**src/hw/rtl/tsw3cm_pkg.sv**
```systemverilog
`timescale 1ns / 1ps
// ----------------------------------------------------------------------------
// Three-colour marker package
// Shared widths, register indexes, colour codes and the command bundle
// that the controller hands to the datapath.
// ----------------------------------------------------------------------------
package tsw3cm_pkg;

    // Fraction bits of the rate format (Q8.24 at the default).
    localparam int RATE_FRAC_BITS = 24;

    localparam int RATE_W   = 32;
    localparam int WIN_W    = 24;
    localparam int TIME_W   = 32;
    localparam int BYTES_W  = 16;
    localparam int RAND_W   = 16;
    localparam int OVH_W    = 8;
    localparam int COLOUR_W = 2;

    localparam int CFG_INDEX_W = 8;
    localparam int CFG_DATA_W  = 32;

    // Numerator of the rate update: rate * window plus the shifted byte count.
    localparam int NUM_W   = RATE_W + WIN_W + 1;
    // Divisor: wrapped tick gap plus window.
    localparam int DEN_W   = TIME_W + 1;
    // Bytes plus overhead.
    localparam int SUM_W   = BYTES_W + 1;
    // Scale factor 65536 - random, one bit wider than the random sample.
    localparam int SCALE_W = RAND_W + 1;
    localparam int SPROD_W = RATE_W + SCALE_W;

    // Quotient bits produced by the restoring divider, one per step.
    localparam int DIV_STEPS = RATE_W;
    localparam int DIV_CNT_W = $clog2(DIV_STEPS);

    localparam logic [WIN_W-1:0]   WINDOW_RESET = WIN_W'(1000);
    localparam logic [RATE_W-1:0]  RATE_MAX     = '1;
    localparam logic [SCALE_W-1:0] SCALE_ONE    = SCALE_W'(1) << RAND_W;

    // Configuration register indexes.
    localparam logic [CFG_INDEX_W-1:0] CFG_WINDOW_TICKS   = CFG_INDEX_W'(0);
    localparam logic [CFG_INDEX_W-1:0] CFG_COMMITTED_RATE = CFG_INDEX_W'(1);
    localparam logic [CFG_INDEX_W-1:0] CFG_PEAK_RATE      = CFG_INDEX_W'(2);
    localparam logic [CFG_INDEX_W-1:0] CFG_OVERHEAD_BYTES = CFG_INDEX_W'(3);

    // Packet colours.
    localparam logic [COLOUR_W-1:0] COLOUR_GREEN  = COLOUR_W'(0);
    localparam logic [COLOUR_W-1:0] COLOUR_YELLOW = COLOUR_W'(1);
    localparam logic [COLOUR_W-1:0] COLOUR_RED    = COLOUR_W'(2);

    typedef struct packed {
        logic load;      // capture the incoming item
        logic mul;       // rate * window, tick gap, divisor
        logic sum;       // form the numerator
        logic prep;      // saturation check and divider setup
        logic div_step;  // one quotient bit
        logic scale;     // random scaling of the new rate
        logic commit;    // write result and update meter state
    } t_cmd;

endpackage

```
**src/hw/rtl/tsw3cm_ctrl.sv**
```systemverilog
`timescale 1ns / 1ps
// ----------------------------------------------------------------------------
// Three-colour marker controller
// Sequences one item at a time through the datapath and owns the
// handshake flags of both channels.
// ----------------------------------------------------------------------------
module tsw3cm_ctrl
    import tsw3cm_pkg::*;
(
    input  logic i_clk,
    input  logic i_rst_n,
    input  logic i_in_valid,
    input  logic i_out_stall,
    output logic o_in_stall,
    output logic o_out_valid,
    output t_cmd o_cmd
);

    typedef enum logic [2:0] {
        ST_IDLE,
        ST_MUL,
        ST_SUM,
        ST_PREP,
        ST_DIV,
        ST_SCALE,
        ST_OUT
    } t_state;

    t_state               r_state;
    logic [DIV_CNT_W-1:0] r_div_cnt;
    logic                 r_out_valid;
    logic                 out_free;

    // The result register can take a new item when empty or being emptied.
    assign out_free = !r_out_valid || !i_out_stall;

    always_comb begin
        o_cmd = '0;
        case (r_state)
            ST_IDLE:  o_cmd.load     = i_in_valid;
            ST_MUL:   o_cmd.mul      = 1'b1;
            ST_SUM:   o_cmd.sum      = 1'b1;
            ST_PREP:  o_cmd.prep     = 1'b1;
            ST_DIV:   o_cmd.div_step = 1'b1;
            ST_SCALE: o_cmd.scale    = 1'b1;
            ST_OUT:   o_cmd.commit   = out_free;
            default:  o_cmd          = '0;
        endcase
    end

    always_ff @(posedge i_clk) begin
        if (!i_rst_n) begin
            r_state     <= ST_IDLE;
            r_div_cnt   <= '0;
            r_out_valid <= 1'b0;
        end else begin
            case (r_state)
                ST_IDLE: begin
                    if (i_in_valid) begin
                        r_state <= ST_MUL;
                    end
                end
                ST_MUL:  r_state <= ST_SUM;
                ST_SUM:  r_state <= ST_PREP;
                ST_PREP: begin
                    r_div_cnt <= '0;
                    r_state   <= ST_DIV;
                end
                ST_DIV: begin
                    r_div_cnt <= r_div_cnt + 1'b1;
                    if (r_div_cnt == DIV_CNT_W'(DIV_STEPS - 1)) begin
                        r_state <= ST_SCALE;
                    end
                end
                ST_SCALE: r_state <= ST_OUT;
                ST_OUT: begin
                    if (out_free) begin
                        r_state <= ST_IDLE;
                    end
                end
                default: r_state <= ST_IDLE;
            endcase

            if (o_cmd.commit) begin
                r_out_valid <= 1'b1;
            end else if (!i_out_stall) begin
                r_out_valid <= 1'b0;
            end
        end
    end

    assign o_in_stall  = (r_state != ST_IDLE);
    assign o_out_valid = r_out_valid;

endmodule

```
**src/hw/rtl/tsw3cm_dp.sv**
```systemverilog
`timescale 1ns / 1ps
// ----------------------------------------------------------------------------
// Three-colour marker datapath
// Configuration registers, meter state, one multiplier per step, a
// bit-serial restoring divider and the result register.
// ----------------------------------------------------------------------------
module tsw3cm_dp
    import tsw3cm_pkg::*;
(
    input  logic                   i_clk,
    input  logic                   i_rst_n,
    input  t_cmd                   i_cmd,
    input  logic                   i_cfg_valid,
    input  logic [CFG_INDEX_W-1:0] i_cfg_index,
    input  logic [CFG_DATA_W-1:0]  i_cfg_data,
    input  logic [TIME_W-1:0]      i_arrival_time,
    input  logic [BYTES_W-1:0]     i_packet_bytes,
    input  logic [RAND_W-1:0]      i_random_value,
    output logic [COLOUR_W-1:0]    o_colour,
    output logic [RATE_W-1:0]      o_average_rate
);

    // Configuration and meter state.
    logic [WIN_W-1:0]    r_window;
    logic [RATE_W-1:0]   r_committed;
    logic [RATE_W-1:0]   r_peak;
    logic [OVH_W-1:0]    r_overhead;
    logic [RATE_W-1:0]   r_rate;
    logic [TIME_W-1:0]   r_last;

    // Working registers for the item in flight.
    logic [TIME_W-1:0]   r_now;
    logic [BYTES_W-1:0]  r_bytes;
    logic [RAND_W-1:0]   r_rnd;
    logic [NUM_W-1:0]    r_prod;
    logic [NUM_W-1:0]    r_added;
    logic [DEN_W-1:0]    r_den;
    logic [NUM_W-1:0]    r_num;
    logic                r_sat;
    logic [DEN_W-1:0]    r_rem;
    logic [RATE_W-1:0]   r_quo;
    logic [RATE_W-1:0]   r_new_rate;
    logic [SPROD_W-1:0]  r_sprod;
    logic [COLOUR_W-1:0] r_colour;
    logic [RATE_W-1:0]   r_out_rate;

    logic [DEN_W:0]        n_trial;
    logic                  n_qbit;
    logic [DEN_W-1:0]      n_rem;
    logic [RATE_W-1:0]     n_new_rate;
    logic [SCALE_W-1:0]    n_factor;
    logic [RATE_W:0]       n_scaled;
    logic [COLOUR_W-1:0]   n_colour;
    logic [SUM_W-1:0]      n_bytes_sum;
    logic [TIME_W-1:0]     n_gap;

    // One restoring step: shift in the next dividend bit and try the divisor.
    always_comb begin
        n_trial = {r_rem, r_quo[RATE_W-1]};
        if (n_trial >= {1'b0, r_den}) begin
            n_qbit = 1'b1;
            n_rem  = DEN_W'(n_trial - {1'b0, r_den});
        end else begin
            n_qbit = 1'b0;
            n_rem  = n_trial[DEN_W-1:0];
        end
    end

    // The tick gap wraps at the width of the time field.
    assign n_gap       = r_now - r_last;
    assign n_bytes_sum = SUM_W'(r_bytes) + SUM_W'(r_overhead);
    assign n_new_rate  = r_sat ? RATE_MAX : r_quo;
    assign n_factor    = SCALE_ONE - SCALE_W'(r_rnd);
    assign n_scaled    = r_sprod[SPROD_W-1:RAND_W];

    always_comb begin
        if (n_scaled > {1'b0, r_peak}) begin
            n_colour = COLOUR_RED;
        end else if (n_scaled > {1'b0, r_committed}) begin
            n_colour = COLOUR_YELLOW;
        end else begin
            n_colour = COLOUR_GREEN;
        end
    end

    // Configuration and meter state.
    always_ff @(posedge i_clk) begin
        if (!i_rst_n) begin
            r_window    <= WINDOW_RESET;
            r_committed <= '0;
            r_peak      <= '0;
            r_overhead  <= '0;
            r_rate      <= '0;
            r_last      <= '0;
        end else begin
            if (i_cfg_valid) begin
                case (i_cfg_index)
                    CFG_WINDOW_TICKS:   r_window    <= i_cfg_data[WIN_W-1:0];
                    CFG_COMMITTED_RATE: r_committed <= i_cfg_data[RATE_W-1:0];
                    CFG_PEAK_RATE:      r_peak      <= i_cfg_data[RATE_W-1:0];
                    CFG_OVERHEAD_BYTES: r_overhead  <= i_cfg_data[OVH_W-1:0];
                    default: ;
                endcase
            end
            if (i_cmd.commit) begin
                r_rate <= r_new_rate;
                r_last <= r_now;
            end
        end
    end

    // Arithmetic pipeline of the item in flight; no reset needed.
    always_ff @(posedge i_clk) begin
        if (i_cmd.load) begin
            r_now   <= i_arrival_time;
            r_bytes <= i_packet_bytes;
            r_rnd   <= i_random_value;
        end
        if (i_cmd.mul) begin
            r_prod  <= NUM_W'(r_rate) * NUM_W'(r_window);
            r_den   <= DEN_W'(n_gap) + DEN_W'(r_window);
            r_added <= NUM_W'(n_bytes_sum) << RATE_FRAC_BITS;
        end
        if (i_cmd.sum) begin
            r_num <= r_prod + r_added;
        end
        if (i_cmd.prep) begin
            // The quotient overflows 32 bits exactly when the upper part of
            // the numerator reaches the divisor; a zero divisor lands here too.
            r_sat <= (DEN_W'(r_num[NUM_W-1:RATE_W]) >= r_den);
            r_rem <= DEN_W'(r_num[NUM_W-1:RATE_W]);
            r_quo <= r_num[RATE_W-1:0];
        end
        if (i_cmd.div_step) begin
            r_rem <= n_rem;
            r_quo <= {r_quo[RATE_W-2:0], n_qbit};
        end
        if (i_cmd.scale) begin
            r_new_rate <= n_new_rate;
            r_sprod    <= SPROD_W'(n_new_rate) * SPROD_W'(n_factor);
        end
        if (i_cmd.commit) begin
            r_colour   <= n_colour;
            r_out_rate <= r_new_rate;
        end
    end

    assign o_colour       = r_colour;
    assign o_average_rate = r_out_rate;

endmodule

```
**src/hw/rtl/tsw_three_colour_marker.sv**
```systemverilog
`timescale 1ns / 1ps
// ----------------------------------------------------------------------------
// Time-sliding-window three-colour marker
// Single rate meter that updates a sliding-window average on every packet
// and marks the packet green, yellow or red against two rate thresholds.
// ----------------------------------------------------------------------------
// Usage:
// Packets enter on the input channel (i_in_valid / o_in_stall) with their
// arrival tick, length and a random sample. Each packet yields exactly one
// item on the output channel (o_out_valid / i_out_stall) carrying its colour
// and the updated average rate in Q8.24 bytes per tick.
// The block works on one item at a time and takes the next item in the
// cycle after the result is written. The restoring divider produces the 32
// quotient bits, one quotient bit per cycle, after the multiply, sum and
// setup steps and before the scale step and the result write.
// A new item may be accepted while the previous result still sits in the
// output register. If the receiver keeps stalling, the next finished item
// waits in the datapath and the input stays stalled until it can be written.
// Configuration writes (i_cfg_valid / o_cfg_ready) are always ready and must
// only be issued while the block is idle. Indexes beyond three are ignored.
// Synchronous reset restores the window to 1000 ticks, clears both rate
// thresholds, the overhead, the rate estimate and the last arrival time.
// ----------------------------------------------------------------------------
module tsw_three_colour_marker
    import tsw3cm_pkg::*;
(
    input  logic                   i_clk,
    input  logic                   i_rst_n,
    input  logic                   i_in_valid,
    output logic                   o_in_stall,
    input  logic [TIME_W-1:0]      i_arrival_time,
    input  logic [BYTES_W-1:0]     i_packet_bytes,
    input  logic [RAND_W-1:0]      i_random_value,
    output logic                   o_out_valid,
    input  logic                   i_out_stall,
    output logic [COLOUR_W-1:0]    o_colour,
    output logic [RATE_W-1:0]      o_average_rate,
    input  logic                   i_cfg_valid,
    output logic                   o_cfg_ready,
    input  logic [CFG_INDEX_W-1:0] i_cfg_index,
    input  logic [CFG_DATA_W-1:0]  i_cfg_data
);

    t_cmd cmd;

    // Registers are plain flops, so a write can always complete at once.
    assign o_cfg_ready = 1'b1;

    tsw3cm_ctrl u_ctrl (
        .i_clk       (i_clk),
        .i_rst_n     (i_rst_n),
        .i_in_valid  (i_in_valid),
        .i_out_stall (i_out_stall),
        .o_in_stall  (o_in_stall),
        .o_out_valid (o_out_valid),
        .o_cmd       (cmd)
    );

    tsw3cm_dp u_dp (
        .i_clk          (i_clk),
        .i_rst_n        (i_rst_n),
        .i_cmd          (cmd),
        .i_cfg_valid    (i_cfg_valid),
        .i_cfg_index    (i_cfg_index),
        .i_cfg_data     (i_cfg_data),
        .i_arrival_time (i_arrival_time),
        .i_packet_bytes (i_packet_bytes),
        .i_random_value (i_random_value),
        .o_colour       (o_colour),
        .o_average_rate (o_average_rate)
    );

    // An accepted item occupies the block, so the input stalls next cycle.
    a_busy_after_accept: assert property (@(posedge i_clk) disable iff (!i_rst_n)
        (i_in_valid && !o_in_stall) |=> o_in_stall)
        else $error("input not stalled after an item was accepted");

    // A result only appears after an item was being worked on.
    a_result_from_item: assert property (@(posedge i_clk) disable iff (!i_rst_n)
        $rose(o_out_valid) |-> $past(o_in_stall))
        else $error("result appeared without an item in flight");

    // Only the three defined colours are ever presented.
    a_colour_code: assert property (@(posedge i_clk) disable iff (!i_rst_n)
        o_out_valid |-> (o_colour == COLOUR_GREEN || o_colour == COLOUR_YELLOW ||
                         o_colour == COLOUR_RED))
        else $error("undefined colour code on the output");

    // A new result is written only when the previous one has been taken.
    a_no_overwrite: assert property (@(posedge i_clk) disable iff (!i_rst_n)
        (o_out_valid && i_out_stall) |=> !$fell(o_in_stall))
        else $error("block went idle while a result was still stalled");

endmodule
```
**config.mk**
```make
export PLATFORM = sky130hd
export DESIGN_NAME = tsw_three_colour_marker
export DESIGN_NICKNAME = d
export VERILOG_FILES = /design/src/hw/rtl/tsw3cm_pkg.sv /design/src/hw/rtl/tsw3cm_ctrl.sv /design/src/hw/rtl/tsw3cm_dp.sv /design/src/hw/rtl/tsw_three_colour_marker.sv
export SDC_FILE = /design/constraint.sdc
export NUM_CORES = 2
export LEC_CHECK = 0
export ABC_AREA = 1
export BUFFER_PORTS_ARGS = -buffer_cell sky130_fd_sc_hd__buf_2
export CORE_ASPECT_RATIO = 0.7
export CORE_UTILIZATION = 55
export CTS_BUF_LIST = sky130_fd_sc_hd__clkbuf_8
export DETAILED_ROUTE_END_ITERATION = 7
export GPL_TIMING_DRIVEN = 0
export PLACE_DENSITY_LB_ADDON = 0.08
export SLEW_MARGIN = 20
export SYNTH_ARGS = -nofsm -noshare
export SYNTH_HDL_FRONTEND = slang
export SYNTH_HIERARCHICAL = 1
export SYNTH_SLANG_ARGS = --single-unit
```
**constraint.sdc**
```tcl
create_clock -name i_clk -period 9.6 [get_ports i_clk]
set_input_delay 0.48 -clock i_clk [delete_from_list [all_inputs] [get_ports i_clk]]
set_output_delay 0.48 -clock i_clk [all_outputs]
set_load 0.01 [all_outputs]
```
==> out/results.ini <==
[sta]
setup_viol=0
rsz0062_at_grt=no
finClkSkew_ns=0.0617
finalSetupTns_ns=0
hold_ws_ns=0.0543
finalHoldViolCount=0
fin_crit_sh_pct=98.0
worstMarginPinSlew_ns=1.30
slew_viol_final=0
max_freq_mhz=106
maxSlewHeadroom_pct=12.2
fin_crit_ns=9.41

[routing]
route.vias.total=59396
firstDrtPassIters=7
drt-initial-drc-count=6172
via_per_inst=5.51
routed_wl_mm=252
drc=0
ant_nets=0
drt-wirelength-per-cell_um=23.4

[finish]
drive_above_1_share_pct=4.13
nNetsFinal=10703
area_growth_pct=8.57

[logic_synthesis]
synthTopCellsByCount=nand2_1, inv_1, fa_1
yosysWarnings=6
syn_area_mm2=0.0711
synth_seq_area_share_pct=21.3
avgSynthCellArea_um2=8.24
async_flop_share_pct=0
synth_cell_types=54
synth_edf_count=392
syn_nets=10360
synth_largest_area_cell=fa_1
yosys_register_bits=561
synth_cells=8633
yosysMostFrequentCell=nand2_1
synth_area_leaders=fa_1, edfxtp_1, nand2_1, inv_1, ha_1
yosysTopAreaCellShare_pct=31.2
ys.flop_type=edfxtp_1

[worst_setup_path]
cpPeakStageDelay_ns=0.81
r2r_cells=33
cp-end-kind=flop
crit_arrival_ns=10.00
crit_top_cell=inv_1
reg2reg_setup_slack_ns=0.19
crit_path_max_fanout=10
reg2reg_from=u_dp/r_rnd[0]
worst_setup_path_start_kind=flop
cp_data_required_time_ns=10.19
path_class=flop to flop
timing.rr.end=u_dp/r_sprod[45]
cp_slowest_cell=clkbuf_1

[min_path]
hold_class=primary input to flop
hp-start=i_cfg_data[31]
min_to=u_dp/r_committed[31]
min_path_cells=3

[run_status]
status=finished clean

[global_routing]
met3_usage_pct=19.8
grt.busiest_layer=met1
antenna_found_initial=10
grt_max_degree=51
grt_pass1_wl_mm=374
overflow=0
grt_pass1_vias=59362
met2_usage_pct=52.2
grt_util_all_layers_pct=39.3
grtUsageMet1_pct=55.3

[floorplanning]
initial_core_util_pct=55.9
die_y_um=303
core_mm2=0.127
rows=109
die_w_um=432
ioPinCount=146
fp.dieArea_mm2=0.131

[clocking]
clk_latency_ns=0.83
cts_tree=yes
cts_resized=0
cts.sinks=561
cts_buffer_depth=3
cts_buffers=93
postCtsSetupRepairBufs=0
clkTransAtPathRegs_ns=0.06
cts_root_buffer=clkbuf_8
cts-htree-levels=3

[run]
cap_violations=0

[placed_design]
port_buffers=144
gp_congestion=1.04
dpl.hpwl_mm=212

[logic make-up (layout without fill, tap and decap cells)]
logic type      count (synthesis)  in the layout  share of synthesized area [%]
compound gates                836            836                           6.32
xor+xnor                      206            206                           2.54
fa+ha+maj                    1618           1618                           40.2
buf+inv                      2346           2765                           12.4
flops                         561            561                           21.3
other cells                     1              6                        0.00527
simple gates                 3065           3065                           17.2
[registers in the layout, indices dropped and copies added (netlist names), 32 cells and up]
| name | cells |
|---|---|
| u_dp/r_peak | 32 |
| u_dp/r_now | 32 |
| u_dp/r_prod | 56 |
| u_dp/r_quo | 32 |
| u_dp/o_average_rate | 32 |
| u_dp/r_rem | 33 |
| u_dp/r_sprod | 33 |
| u_dp/r_new_rate | 32 |
| u_dp/r_rate | 32 |
| u_dp/r_last | 32 |
| u_dp/r_den | 33 |
| u_dp/r_num | 57 |
| u_dp/r_committed | 32 |
[layout by cell type (no fill, tap or decap), drive strengths merged, types with 76 or more instances in the layout]
cell and count:
inv 2031, a21oi 384, o21ai 324, nand2 2031
nor2 683, nand3 181, clkbuf 415, dfxtp 169
xnor2 76, ha 508, dlygate4sd3 78, buf 188
edfxtp 392, fa 1110, xor2 130
[what timing repair did]
item,in CTS,in global routing
hold endpoints to repair,85,0
endpoints found under the setup margin,0,0
hold buffers,78,0
[worst max-delay path by stage]
stage,startpoint,endpoint,slack [ns],cells after the start
floorplan,u_ctrl/r_state[0],u_dp/r_added[24],1.24,2
global placement,u_ctrl/r_state[0],u_dp/r_prod[42],-1.66,2
detailed placement,u_dp/r_rnd[0],u_dp/r_sprod[45],0.72,33
CTS,u_dp/r_rnd[0],u_dp/r_sprod[45],0.56,33
global route,u_dp/r_rnd[0],u_dp/r_sprod[45],0.005,33
finish,u_dp/r_rnd[0],u_dp/r_sprod[45],0.19,33
[routing by layer]
| layer | up-vias | part of all wire, % |
|---|---|---|
| li1 | 26679 | - |
| met3 | 422 | 16 |
| met2 | 3309 | 38 |
| met5 | - | 0.15 |
| met1 | 28976 | 42 |
| met4 | 10 | 3.5 |
[stage by stage]
stage / instances / setup WS [ns] / utilization [%] / cell area (µm²)
final: 10777 / 0.189 / 60.7 / 77200
after global routing: 10775 / 0.00500 / 60.7 / 77200
after CTS: 10772 / 0.563 / 60.7 / 77200
after detailed placement: 10523 / 0.716 / 58.4 / 74400
after global placement: 10497 / -1.66 / 58.1 / 74000
after floorplan: 8633 / 1.24 / - / 71100
[cell type report]
cell class                 count  area (µm²)
fill                       11668       50000
multi-input combinational   5726       47200
sequential                   561       15200
inverter                    2015        7560
tap                         1720        2150
timing repair buffer         248        1830
clock buffer                 102        1400
buffer                       331        1290
clock inverter                69         653
antenna                        5        12.5
[critical path: cells and delay by family (launching register included)]
kind,cells,cell delay (ns)
flip-flops,1,0.43
adder cells (fa/ha/maj),8,3.87
buffers and inverters,9,1.86
XOR/XNOR,1,0.33
AND/OR/NAND/NOR,14,2.49
AO/OA/AOI/OAI,1,0.15
Power is left out: the tool's default activity adds up to more than one toggle a clock period on the data nets, which glitch-free logic cannot reach.
